`config.mk`:
```
export PLATFORM = sky130hd
export DESIGN_NAME = rpn_stack_calculator_flat
export DESIGN_NICKNAME = d
export VERILOG_FILES = /design/src/rtl/rpn_pkg.sv /design/src/rtl/rpn_token_if.sv /design/src/rtl/rpn_result_if.sv /design/src/rtl/rpn_ctrl.sv /design/src/rtl/rpn_dp.sv /design/src/rtl/rpn_stack_calculator.sv /design/src/flat_wrapper.sv
export SDC_FILE = /design/constraint.sdc
export NUM_CORES = 2
export LEC_CHECK = 0
export BUFFER_PORTS_ARGS = -buffer_cell sky130_fd_sc_hd__buf_2
export CAP_MARGIN = 20
export CORE_ASPECT_RATIO = 0.75
export CORE_UTILIZATION = 30
export DETAILED_ROUTE_END_ITERATION = 12
export PLACE_DENSITY = 0.45
export SYNTH_ARGS = -nofsm -noshare
export SYNTH_HDL_FRONTEND = slang
export SYNTH_SLANG_ARGS = --single-unit
```
`constraint.sdc`:
```
create_clock -name clk -period 8.4 [get_ports clk]
set_input_delay 0.42 -clock clk [delete_from_list [all_inputs] [get_ports clk]]
set_output_delay 0.42 -clock clk [all_outputs]
set_load 0.05 [all_outputs]
```
`src/rtl/rpn_pkg.sv`:
```
// -----------------------------------------------------------------------------
// rpn_pkg: shared types and constants for the RPN stack calculator
// Operation and status codes, controller/datapath command and status bundles,
// and the Q16.16 saturation helper.
// -----------------------------------------------------------------------------
package rpn_pkg;

    // Payload widths
    localparam int OP_W     = 3;
    localparam int Q_W      = 32;
    localparam int DEPTH_W  = 5;
    localparam int STATUS_W = 3;

    // Default stack capacity
    localparam int STACK_DEPTH_DEF = 16;

    // Divider iteration count (one quotient bit per cycle)
    localparam int DIV_STEPS = 32;
    localparam int DCNT_W    = $clog2(DIV_STEPS);

    // Saturation bounds
    localparam logic signed [47:0] Q_MAX48 = 48'sh0000_7FFF_FFFF;
    localparam logic signed [47:0] Q_MIN48 = 48'shFFFF_8000_0000;
    localparam logic [Q_W-1:0]     Q_MAX   = 32'h7FFF_FFFF;
    localparam logic [Q_W-1:0]     Q_MIN   = 32'h8000_0000;

    typedef enum logic [OP_W-1:0] {
        OP_PUSH = 3'd0,
        OP_ADD  = 3'd1,
        OP_SUB  = 3'd2,
        OP_MUL  = 3'd3,
        OP_DIV  = 3'd4
    } op_t;

    typedef enum logic [STATUS_W-1:0] {
        ST_OK      = 3'd0,
        ST_UNDER   = 3'd1,
        ST_FULL    = 3'd2,
        ST_DIVZERO = 3'd3,
        ST_SAT     = 3'd4
    } status_t;

    typedef enum logic [2:0] {
        S_IDLE,
        S_DECODE,
        S_FETCH,
        S_MUL,
        S_DIV,
        S_DIVFIN,
        S_WRITE,
        S_OUT
    } state_t;

    // Controller to datapath
    typedef struct packed {
        logic    load_in;
        logic    push;
        logic    rd_issue;
        logic    alu;
        logic    mul_prod;
        logic    mul_fin;
        logic    div_init;
        logic    div_step;
        logic    div_fin;
        logic    write_back;
        logic    err_set;
        status_t err_code;
        logic    load_out;
    } cmd_t;

    // Datapath to controller
    typedef struct packed {
        op_t  op;
        logic full;
        logic under;
        logic b_zero;
        logic div_early_sat;
        logic div_last;
    } sts_t;

    typedef struct packed {
        logic           sat;
        logic [Q_W-1:0] val;
    } clamp_t;

    // Clamp a widened signed result to the Q16.16 range
    function automatic clamp_t clamp_q(input logic signed [47:0] v);
        clamp_t r;
        if (v > Q_MAX48)
        begin
            r.sat = 1'b1;
            r.val = Q_MAX;
        end
        else if (v < Q_MIN48)
        begin
            r.sat = 1'b1;
            r.val = Q_MIN;
        end
        else
        begin
            r.sat = 1'b0;
            r.val = v[Q_W-1:0];
        end
        return r;
    endfunction

endpackage

```
`src/rtl/rpn_token_if.sv`:
```
// -----------------------------------------------------------------------------
// rpn_token_if: input channel of the RPN stack calculator
// Carries one token item: operation code and Q16.16 operand.
// -----------------------------------------------------------------------------
interface rpn_token_if import rpn_pkg::*;
();
    logic                  valid;
    logic                  ready;
    logic [OP_W-1:0]       op;
    logic signed [Q_W-1:0] value;

    modport source (output valid, output op, output value, input ready);
    modport sink (input valid, input op, input value, output ready);
endinterface

```
`src/rtl/rpn_result_if.sv`:
```
// -----------------------------------------------------------------------------
// rpn_result_if: output channel of the RPN stack calculator
// Carries one result item: top of stack, depth and status.
// -----------------------------------------------------------------------------
interface rpn_result_if import rpn_pkg::*;
();
    logic                  valid;
    logic                  ready;
    logic signed [Q_W-1:0] top_value;
    logic [DEPTH_W-1:0]    depth;
    logic [STATUS_W-1:0]   status;

    modport source (output valid, output top_value, output depth, output status, input ready);
    modport sink (input valid, input top_value, input depth, input status, output ready);
endinterface

```
`src/rtl/rpn_ctrl.sv`:
```
// -----------------------------------------------------------------------------
// rpn_ctrl: sequencer of the RPN stack calculator
// Walks each item through decode and, for the arithmetic ops, operand fetch,
// execute and write-back, and owns the output valid flag.
// -----------------------------------------------------------------------------
module rpn_ctrl import rpn_pkg::*;
(
    input  logic clk,
    input  logic rst_n,
    input  logic in_valid,
    output logic in_ready,
    output logic out_valid,
    input  logic out_ready,
    output cmd_t cmd,
    input  sts_t sts
);

    state_t state_reg;
    state_t state_next;
    logic   out_valid_reg;
    logic   out_valid_next;

    // State register
    always_ff @(posedge clk or negedge rst_n)
    begin
        if (!rst_n)
        begin
            state_reg     <= S_IDLE;
            out_valid_reg <= 1'b0;
        end
        else
        begin
            state_reg     <= state_next;
            out_valid_reg <= out_valid_next;
        end
    end

    // Next state
    always_comb
    begin
        state_next = state_reg;
        case (state_reg)
            S_IDLE:
            begin
                if (in_valid)
                    state_next = S_DECODE;
            end
            S_DECODE:
            begin
                case (sts.op)
                    OP_ADD, OP_SUB, OP_MUL, OP_DIV:
                        state_next = sts.under ? S_OUT : S_FETCH;
                    default:
                        state_next = S_OUT;
                endcase
            end
            S_FETCH:
            begin
                case (sts.op)
                    OP_ADD, OP_SUB:
                        state_next = S_WRITE;
                    OP_MUL:
                        state_next = S_MUL;
                    OP_DIV:
                    begin
                        if (sts.b_zero)
                            state_next = S_OUT;
                        else if (sts.div_early_sat)
                            state_next = S_WRITE;
                        else
                            state_next = S_DIV;
                    end
                    default:
                        state_next = S_OUT;
                endcase
            end
            S_MUL:
                state_next = S_WRITE;
            S_DIV:
            begin
                if (sts.div_last)
                    state_next = S_DIVFIN;
            end
            S_DIVFIN:
                state_next = S_WRITE;
            S_WRITE:
                state_next = S_OUT;
            S_OUT:
            begin
                if (!out_valid_reg || out_ready)
                    state_next = S_IDLE;
            end
            default:
                state_next = S_IDLE;
        endcase
    end

    // Command outputs
    always_comb
    begin
        cmd      = '0;
        in_ready = 1'b0;
        case (state_reg)
            S_IDLE:
            begin
                in_ready    = 1'b1;
                cmd.load_in = in_valid;
            end
            S_DECODE:
            begin
                case (sts.op)
                    OP_PUSH:
                    begin
                        if (sts.full)
                        begin
                            cmd.err_set  = 1'b1;
                            cmd.err_code = ST_FULL;
                        end
                        else
                            cmd.push = 1'b1;
                    end
                    OP_ADD, OP_SUB, OP_MUL, OP_DIV:
                    begin
                        if (sts.under)
                        begin
                            cmd.err_set  = 1'b1;
                            cmd.err_code = ST_UNDER;
                        end
                        else
                            cmd.rd_issue = 1'b1;
                    end
                    default:
                        cmd = '0;
                endcase
            end
            S_FETCH:
            begin
                case (sts.op)
                    OP_ADD, OP_SUB:
                        cmd.alu = 1'b1;
                    OP_MUL:
                        cmd.mul_prod = 1'b1;
                    OP_DIV:
                    begin
                        if (sts.b_zero)
                        begin
                            cmd.err_set  = 1'b1;
                            cmd.err_code = ST_DIVZERO;
                        end
                        else
                            cmd.div_init = 1'b1;
                    end
                    default:
                        cmd = '0;
                endcase
            end
            S_MUL:
                cmd.mul_fin = 1'b1;
            S_DIV:
                cmd.div_step = 1'b1;
            S_DIVFIN:
                cmd.div_fin = 1'b1;
            S_WRITE:
                cmd.write_back = 1'b1;
            S_OUT:
                cmd.load_out = !out_valid_reg || out_ready;
            default:
                cmd = '0;
        endcase
    end

    // Output valid: set on load, drop once taken
    always_comb
    begin
        if (cmd.load_out)
            out_valid_next = 1'b1;
        else if (out_ready)
            out_valid_next = 1'b0;
        else
            out_valid_next = out_valid_reg;
    end

    assign out_valid = out_valid_reg;

endmodule

```
`src/rtl/rpn_dp.sv`:
```
// -----------------------------------------------------------------------------
// rpn_dp: datapath of the RPN stack calculator
// Operand stack memory with a cached top entry, add/subtract, multiplier,
// radix-2 restoring divider, saturation and the output register.
// -----------------------------------------------------------------------------
module rpn_dp import rpn_pkg::*;
#(
    parameter int STACK_DEPTH = STACK_DEPTH_DEF
)
(
    input  logic                   clk,
    input  logic                   rst_n,
    input  cmd_t                   cmd,
    output sts_t                   sts,
    input  logic [OP_W-1:0]        op,
    input  logic signed [Q_W-1:0]  value,
    output logic signed [Q_W-1:0]  top_value,
    output logic [DEPTH_W-1:0]     depth,
    output logic [STATUS_W-1:0]    status
);

    localparam int CW = $clog2(STACK_DEPTH + 1);
    localparam int AW = $clog2(STACK_DEPTH);
    localparam int XW = CW + DEPTH_W;

    // Stack memory
    logic [Q_W-1:0] mem [STACK_DEPTH];
    logic           mem_we;
    logic [AW-1:0]  mem_waddr;
    logic [Q_W-1:0] mem_wdata;
    logic [AW-1:0]  rd_addr;
    logic [Q_W-1:0] rd_data_reg;

    // Item and stack state
    logic [OP_W-1:0]       op_reg,    op_next;
    logic [Q_W-1:0]        value_reg, value_next;
    logic [CW-1:0]         count_reg, count_next;
    logic [Q_W-1:0]        top_reg,   top_next;
    logic [CW-1:0]         count_m2;

    // Execute state
    logic [Q_W-1:0]        res_reg,  res_next;
    logic                  sat_reg,  sat_next;
    logic signed [63:0]    prod_reg, prod_next;
    logic [Q_W:0]          rem_reg,  rem_next;
    logic [Q_W-1:0]        dvd_reg,  dvd_next;
    logic [Q_W-1:0]        quo_reg,  quo_next;
    logic [Q_W-1:0]        dmag_reg, dmag_next;
    logic                  neg_reg,  neg_next;
    logic [DCNT_W-1:0]     dcnt_reg, dcnt_next;
    status_t               status_reg, status_next;

    // Output register
    logic [Q_W-1:0]        out_top_reg,    out_top_next;
    logic [DEPTH_W-1:0]    out_depth_reg,  out_depth_next;
    logic [STATUS_W-1:0]   out_status_reg, out_status_next;

    // Operand views
    logic signed [Q_W-1:0] a_s;
    logic signed [Q_W-1:0] b_s;
    logic [Q_W-1:0]        a_mag;
    logic [Q_W-1:0]        b_mag;
    logic [Q_W:0]          sum33;
    clamp_t                alu_c;
    clamp_t                mul_c;
    logic [Q_W:0]          shifted;
    logic                  ge;
    logic [XW-1:0]         count_ext;

    assign count_m2 = count_reg - CW'(2);
    assign rd_addr  = count_m2[AW-1:0];

    assign a_s   = $signed(rd_data_reg);
    assign b_s   = $signed(top_reg);
    assign a_mag = a_s[Q_W-1] ? (Q_W'(0) - rd_data_reg) : rd_data_reg;
    assign b_mag = b_s[Q_W-1] ? (Q_W'(0) - top_reg) : top_reg;

    // Status toward the controller
    assign sts.op            = op_t'(op_reg);
    assign sts.full          = (count_reg == CW'(STACK_DEPTH));
    assign sts.under         = (count_reg < CW'(2));
    assign sts.b_zero        = (top_reg == '0);
    assign sts.div_early_sat = ({16'h0000, a_mag[Q_W-1:16]} >= b_mag);
    assign sts.div_last      = (dcnt_reg == DCNT_W'(DIV_STEPS - 1));

    // Add or subtract, widened then clamped
    always_comb
    begin
        if (op_t'(op_reg) == OP_SUB)
            sum33 = {a_s[Q_W-1], a_s} - {b_s[Q_W-1], b_s};
        else
            sum33 = {a_s[Q_W-1], a_s} + {b_s[Q_W-1], b_s};
        alu_c = clamp_q($signed({{15{sum33[Q_W]}}, sum33}));
    end

    // Product scaled by 2^-16 with floor, then clamped
    assign mul_c = clamp_q($signed(prod_reg[63:16]));

    // Divider trial subtract
    assign shifted = {rem_reg[Q_W-1:0], dvd_reg[Q_W-1]};
    assign ge      = (shifted >= {1'b0, dmag_reg});

    // Memory write port select
    always_comb
    begin
        mem_we    = cmd.push || cmd.write_back;
        mem_waddr = cmd.push ? count_reg[AW-1:0] : rd_addr;
        mem_wdata = cmd.push ? value_reg : res_reg;
    end

    always_ff @(posedge clk)
    begin
        if (mem_we)
            mem[mem_waddr] <= mem_wdata;
    end

    always_ff @(posedge clk)
    begin
        if (cmd.rd_issue)
            rd_data_reg <= mem[rd_addr];
    end

    // Item latch, stack count and cached top
    always_comb
    begin
        op_next     = op_reg;
        value_next  = value_reg;
        count_next  = count_reg;
        top_next    = top_reg;
        status_next = status_reg;
        if (cmd.load_in)
        begin
            op_next     = op;
            value_next  = value;
            status_next = ST_OK;
        end
        if (cmd.push)
        begin
            top_next   = value_reg;
            count_next = count_reg + CW'(1);
        end
        if (cmd.write_back)
        begin
            top_next    = res_reg;
            count_next  = count_reg - CW'(1);
            status_next = sat_reg ? ST_SAT : ST_OK;
        end
        if (cmd.err_set)
            status_next = cmd.err_code;
    end

    // Execute: add/sub, multiply, divide
    always_comb
    begin
        res_next  = res_reg;
        sat_next  = sat_reg;
        prod_next = prod_reg;
        rem_next  = rem_reg;
        dvd_next  = dvd_reg;
        quo_next  = quo_reg;
        dmag_next = dmag_reg;
        neg_next  = neg_reg;
        dcnt_next = dcnt_reg;
        if (cmd.alu)
        begin
            res_next = alu_c.val;
            sat_next = alu_c.sat;
        end
        if (cmd.mul_prod)
            prod_next = a_s * b_s;
        if (cmd.mul_fin)
        begin
            res_next = mul_c.val;
            sat_next = mul_c.sat;
        end
        // Quotient of at least 2^32 is known to saturate up front
        if (cmd.div_init)
        begin
            rem_next  = {17'h0_0000, a_mag[Q_W-1:16]};
            dvd_next  = {a_mag[15:0], 16'h0000};
            quo_next  = '0;
            dmag_next = b_mag;
            neg_next  = a_s[Q_W-1] ^ b_s[Q_W-1];
            dcnt_next = '0;
            sat_next  = 1'b1;
            res_next  = (a_s[Q_W-1] ^ b_s[Q_W-1]) ? Q_MIN : Q_MAX;
        end
        if (cmd.div_step)
        begin
            rem_next  = ge ? (shifted - {1'b0, dmag_reg}) : shifted;
            dvd_next  = {dvd_reg[Q_W-2:0], 1'b0};
            quo_next  = {quo_reg[Q_W-2:0], ge};
            dcnt_next = dcnt_reg + DCNT_W'(1);
        end
        // Apply sign to the magnitude quotient and clamp
        if (cmd.div_fin)
        begin
            if (neg_reg)
            begin
                sat_next = (quo_reg > Q_MIN);
                res_next = (quo_reg > Q_MIN) ? Q_MIN : (Q_W'(0) - quo_reg);
            end
            else
            begin
                sat_next = quo_reg[Q_W-1];
                res_next = quo_reg[Q_W-1] ? Q_MAX : quo_reg;
            end
        end
    end

    // Output register load
    assign count_ext = XW'(count_reg);

    always_comb
    begin
        out_top_next    = out_top_reg;
        out_depth_next  = out_depth_reg;
        out_status_next = out_status_reg;
        if (cmd.load_out)
        begin
            out_top_next    = (count_reg == '0) ? '0 : top_reg;
            out_depth_next  = count_ext[DEPTH_W-1:0];
            out_status_next = status_reg;
        end
    end

    // Control registers
    always_ff @(posedge clk or negedge rst_n)
    begin
        if (!rst_n)
        begin
            count_reg <= '0;
            dcnt_reg  <= '0;
        end
        else
        begin
            count_reg <= count_next;
            dcnt_reg  <= dcnt_next;
        end
    end

    // Payload registers
    always_ff @(posedge clk)
    begin
        op_reg         <= op_next;
        value_reg      <= value_next;
        top_reg        <= top_next;
        status_reg     <= status_next;
        res_reg        <= res_next;
        sat_reg        <= sat_next;
        prod_reg       <= prod_next;
        rem_reg        <= rem_next;
        dvd_reg        <= dvd_next;
        quo_reg        <= quo_next;
        dmag_reg       <= dmag_next;
        neg_reg        <= neg_next;
        out_top_reg    <= out_top_next;
        out_depth_reg  <= out_depth_next;
        out_status_reg <= out_status_next;
    end

    assign top_value = $signed(out_top_reg);
    assign depth     = out_depth_reg;
    assign status    = out_status_reg;

endmodule

```
`src/rtl/rpn_stack_calculator.sv`:
```
// -----------------------------------------------------------------------------
// rpn_stack_calculator: postfix evaluator over a Q16.16 operand stack
// Each token item either pushes its value or pops the two top entries and
// pushes (second op top) for add, subtract, multiply or divide. Every item
// returns one result item: new top (zero when empty), depth and status.
// Channels: token (op, value) in, result (top_value, depth, status) out,
// both valid/ready. One item is in work at a time; a new token is taken
// while the previous result still waits in the output register.
// Steps from token accept to result load: push, ignored op, full and
// underflow go from decode to the output register; a divide by zero stops
// after operand fetch; add/subtract run fetch and write-back, multiply adds a
// product step, divide 32 iterations of the one-bit restoring divider and a
// sign fix-up. A divide whose quotient is 2^32 or more skips the iterations and
// saturates. The next token is taken in the cycle after the result is loaded.
// Reset empties the stack; stack memory is not cleared. A stalled receiver
// holds the result; the next item waits for the output register to drain.
// -----------------------------------------------------------------------------
module rpn_stack_calculator import rpn_pkg::*;
#(
    parameter int STACK_DEPTH = STACK_DEPTH_DEF
)
(
    input logic         clk,
    input logic         rst_n,
    rpn_token_if.sink   token,
    rpn_result_if.source result
);

    cmd_t cmd;
    sts_t sts;

    rpn_ctrl u_ctrl
    (
        .clk       (clk),
        .rst_n     (rst_n),
        .in_valid  (token.valid),
        .in_ready  (token.ready),
        .out_valid (result.valid),
        .out_ready (result.ready),
        .cmd       (cmd),
        .sts       (sts)
    );

    rpn_dp #(
        .STACK_DEPTH (STACK_DEPTH)
    ) u_dp
    (
        .clk       (clk),
        .rst_n     (rst_n),
        .cmd       (cmd),
        .sts       (sts),
        .op        (token.op),
        .value     (token.value),
        .top_value (result.top_value),
        .depth     (result.depth),
        .status    (result.status)
    );

endmodule

```
`src/flat_wrapper.sv`:
```
// flat-port wrapper written by rule: the top's interface ports become plain ports
module rpn_stack_calculator_flat import rpn_pkg::*;
#(
    parameter int STACK_DEPTH = STACK_DEPTH_DEF
)
  (clk, rst_n, token_valid, token_op, token_value, token_ready, result_valid, result_top_value, result_depth, result_status, result_ready);
  rpn_token_if token_i ();
  rpn_result_if result_i ();
  input logic clk;
  input logic rst_n;
  input wire logic [$bits(token_i.valid)-1:0] token_valid;
  input wire logic [$bits(token_i.op)-1:0] token_op;
  input wire logic [$bits(token_i.value)-1:0] token_value;
  output wire logic [$bits(token_i.ready)-1:0] token_ready;
  output wire logic [$bits(result_i.valid)-1:0] result_valid;
  output wire logic [$bits(result_i.top_value)-1:0] result_top_value;
  output wire logic [$bits(result_i.depth)-1:0] result_depth;
  output wire logic [$bits(result_i.status)-1:0] result_status;
  input wire logic [$bits(result_i.ready)-1:0] result_ready;
  assign token_i.valid = token_valid;
  assign token_i.op = token_op;
  assign token_i.value = token_value;
  assign token_ready = token_i.ready;
  assign result_valid = result_i.valid;
  assign result_top_value = result_i.top_value;
  assign result_depth = result_i.depth;
  assign result_status = result_i.status;
  assign result_i.ready = result_ready;
  rpn_stack_calculator #(.STACK_DEPTH(STACK_DEPTH)) u_core (.clk(clk), .rst_n(rst_n), .token(token_i), .result(result_i));
endmodule
```
==> flow_summary.toml <==
[synthesis]
synth-async-reset-ratio = 0.0162
netlist.area_leader.share = 0.337
yosys.cell_types.count = 81
synth.ff_latch_count = 862
area_of_the_mapped_netlist_um2 = 75500
post_synth.cell_area_avg_um2 = 11.4
postSynth.topFlopCell = "sky130_fd_sc_hd__edfxtp_1"
synth_edf_count = 848
yosysWarnings = 0
netlist_instances = 6632
seq_area_frac_synth = 0.342
syn-num-nets = 8026
yosys-top-cells-area = "sky130_fd_sc_hd__edfxtp_1 (34%), sky130_fd_sc_hd__fa_1 (29%), sky130_fd_sc_hd__inv_1 (5.3%)"
yosysTopAreaCell = "sky130_fd_sc_hd__edfxtp_1"

[timing]
finalMaxSlewViolations = 0
finalHoldViolations = 0
number_of_setup_violations_in_the_final_report = 0
timing.final.crit_share = 0.967
max_freq_mhz = 123
timing.slew.headroom = 0.330
final.min_clock_period_ns = 8.12
fin_skew_ns = 0.0421
tightest_slew_ns = 1.00

[critical_path]
worstRegToRegCells = 23
crit_cells = 23
crit_path_top_delay_cell = "sky130_fd_sc_hd__edfxtp_1"
worst-setup-path-type = "flop to flop"
critPathCapture = "u_core.u_dp.prod_reg[56]"
cpMostUsedCell = "sky130_fd_sc_hd__fa_1"
max_stage_delay_ns = 0.80
critPathMaxFanout = 29
critical_path.top_delay_family = "adder cells"
worstSetupStartpoint = "u_core.u_dp.b_s[26]"
critical_path.reg2reg.startpoint = "u_core.u_dp.b_s[26]"
critical_path_arrival_ns = 8.53
number_of_buffer_and_inverter_instances_along_the_worst_setup_path = 5
reg2reg_setup_slack_ns = 0.28
cp-start-kind = "flop"
cp_data_required_time_ns = 8.81
critical_path.endpoint_type = "flop"
r2r-end = "u_core.u_dp.prod_reg[56]"
crit_path_cell_trace = "buf_12, nand2_1, fa_1, inv_1, fa_1, fa_1, fa_1, fa_1, fa_1, fa_1, inv_1, fa_1, inv_1, ha_1, and3_1, nand4_1, nor3b_1, o211a_1, o211ai_1, buf_4, o21ai_0, a31oi_1, xnor2_1"

[die]
initial_core_util = 0.302
die-area_um2 = 254000
floorplan.core_area_um2 = 250000
fp.dieW_um = 581
ios = 81
row_count = 159
die_h_um = 437

[cts]
cts_buffers = 93
clkSlewWorstSetupHoldPaths_ns = 0.06
clk-insertion-delay-late_ns = 0.70
htreeDepth = 3
clockRootBuffer = "sky130_fd_sc_hd__clkbuf_16"
cts_tree = "built"
cts.sinks = 862
clock_tree.buffer_depth = 3

[job]
max_cap_violations = 0

[hold_path]
min-delay-start = "result_ready"
worst_hold_path_type = "primary input to flop"

[layout]
final_cell_area_um2 = 84600
final_util = 0.338
area.growth.synth_to_final_pct = 12.0
num-fill-cells = 25000
drive_above_1_share = 0.0978
largest_reg_flops = 512
final_nets = 8075

[detailed_routing]
first_pass_iters = 7
route.antenna.remaining_nets = 0
post_drt_via_cell_ratio = 4.90
remaining_drc_errors = 0
detailroute.via_count = 49300
first_iter_violations = 4257
finalWirelength_um = 243000
drt-wirelength-per-cell_um = 24.2

[global_route]
gr-total-overflow = 0
grt_util_all_layers = 0.193
number_of_global_route_vias_before_repair = 51500
grt_antenna_before_repair = 5
global_route_wire_length_before_repair_um = 361000
grt_start_max_net_pins = 93

[outcome]
result_of_the_run = "completed"

[placed_design]
port_buffers = 80
hpwl_um = 182000
gp_routability_congestion = 0.880
total_cell_area_at_the_placement_stage_um2 = 81000
[cells in the final DEF (no fill, tap or decap), types with 80 or more instances in the layout]
cell                           n
sky130_fd_sc_hd__fa_1       1082
sky130_fd_sc_hd__edfxtp_1    848
sky130_fd_sc_hd__inv_1      1067
sky130_fd_sc_hd__buf_4       161
sky130_fd_sc_hd__xnor2_1     124
sky130_fd_sc_hd__a21oi_1     207
sky130_fd_sc_hd__and2_1      548
sky130_fd_sc_hd__o21ai_0     185
sky130_fd_sc_hd__buf_2        80
sky130_fd_sc_hd__clkbuf_16    93
sky130_fd_sc_hd__mux4_2      160
sky130_fd_sc_hd__nor2_1      135
sky130_fd_sc_hd__nand2_1     858
sky130_fd_sc_hd__ha_1        270
[worst min path at each step]
stage / endpoint / slack, ns / depth (start not counted)
floorplan: u_core.u_ctrl.out_valid / 0.12 / 0
global placement: u_core.u_ctrl.out_valid / 0.40 / 1
detailed placement: u_core.u_ctrl.out_valid / 0.38 / 1
CTS: u_core.u_dp.value_reg[24] / 0.003 / 1
global route: u_core.u_ctrl.out_valid / 0.16 / 3
finish: u_core.u_ctrl.out_valid / 0.17 / 3
[final cells by class]
| cell class | instances | area, µm² | share of cell area |
|---|---|---|---|
| Sequential cell | 862 | 25800 | 0.305 |
| Antenna cell | 3 | 7.51 | 0.0000887 |
| Inverter | 1071 | 4020 | 0.0475 |
| Clock buffer | 110 | 2420 | 0.0286 |
| Tap cell | 3300 | 4130 | 0.0488 |
| Clock inverter | 60 | 677 | 0.00800 |
| Timing Repair Buffer | 331 | 3050 | 0.0361 |
| Multi-Input combinational cell | 4322 | 44500 | 0.526 |
[what timing repair did]
| item | 4_1_cts | 5_1_grt |
|---|---|---|
| hold buffers | 35 | 1 |
| endpoints found under the setup margin | 14 | 16 |
| gates resized for setup | 0 | 4 |
| cloned | 0 | 0 |
| pin swaps | 0 | 1 |
| endpoints found under the hold margin | 48 | 1 |
| setup buffers | 5 | 7 |
[worst reg2reg max path: stages, from the launching register on]
cell	delay, ns
sky130_fd_sc_hd__edfxtp_1	0.80
sky130_fd_sc_hd__buf_12	0.32
sky130_fd_sc_hd__nand2_1	0.15
sky130_fd_sc_hd__fa_1	0.55
sky130_fd_sc_hd__inv_1	0.05
sky130_fd_sc_hd__fa_1	0.57
sky130_fd_sc_hd__fa_1	0.48
sky130_fd_sc_hd__fa_1	0.56
sky130_fd_sc_hd__fa_1	0.44
sky130_fd_sc_hd__fa_1	0.46
sky130_fd_sc_hd__fa_1	0.55
sky130_fd_sc_hd__inv_1	0.08
sky130_fd_sc_hd__fa_1	0.51
sky130_fd_sc_hd__inv_1	0.05
sky130_fd_sc_hd__ha_1	0.38
sky130_fd_sc_hd__and3_1	0.25
sky130_fd_sc_hd__nand4_1	0.17
sky130_fd_sc_hd__nor3b_1	0.31
sky130_fd_sc_hd__o211a_1	0.37
sky130_fd_sc_hd__o211ai_1	0.14
sky130_fd_sc_hd__buf_4	0.18
sky130_fd_sc_hd__o21ai_0	0.22
sky130_fd_sc_hd__a31oi_1	0.14
sky130_fd_sc_hd__xnor2_1	0.14
[cells by family (layout without fill, tap and decap cells)]
group           Yosys count  count (layout)  synth area share
compound gates          669             669            0.0550
xor+xnor                199             199            0.0231
fa+ha+maj              1355            1355             0.332
buf+inv                1448            1572            0.0722
flops                   862             862             0.342
mux                     186             186            0.0512
other cells               0               3                 0
simple gates           1913            1913             0.124
[stage by stage]
stage,instances,hold WS [ns],setup TNS (ns),worst slack [ns]
5_1_grt,10100,0.157,-0.0117,-0.0117
4_1_cts,10000,0.00320,0,0.0588
2_1_floorplan,6632,0.124,0,0.0640
3_3_place_gp,9836,0.397,-0.761,-0.172
3_5_place_dp,9837,0.379,-1.24,-0.223
6_report,10100,0.174,0,0.280
[per-layer routing]
metal  track usage  routed length [µm]
met1         0.295              119000
met2         0.289              106000
met3        0.0332               14700
met4        0.0269                3400
met5             0                   0
[synth_stat cells (53+ instances only)]
cell	number
sky130_fd_sc_hd__ha_1	271
sky130_fd_sc_hd__nand2_1	859
sky130_fd_sc_hd__o21ai_0	185
sky130_fd_sc_hd__a21o_1	53
sky130_fd_sc_hd__clkbuf_1	319
sky130_fd_sc_hd__inv_1	1068
sky130_fd_sc_hd__xnor2_1	124
sky130_fd_sc_hd__nor2b_1	81
sky130_fd_sc_hd__nor2_1	151
sky130_fd_sc_hd__edfxtp_1	848
sky130_fd_sc_hd__mux4_2	160
sky130_fd_sc_hd__fa_1	1084
sky130_fd_sc_hd__xor2_1	75
sky130_fd_sc_hd__and2_1	549
sky130_fd_sc_hd__a21oi_1	208
Power is not shown: default switching activity piles up to over one toggle a cycle in this logic, so the estimate is an artifact.
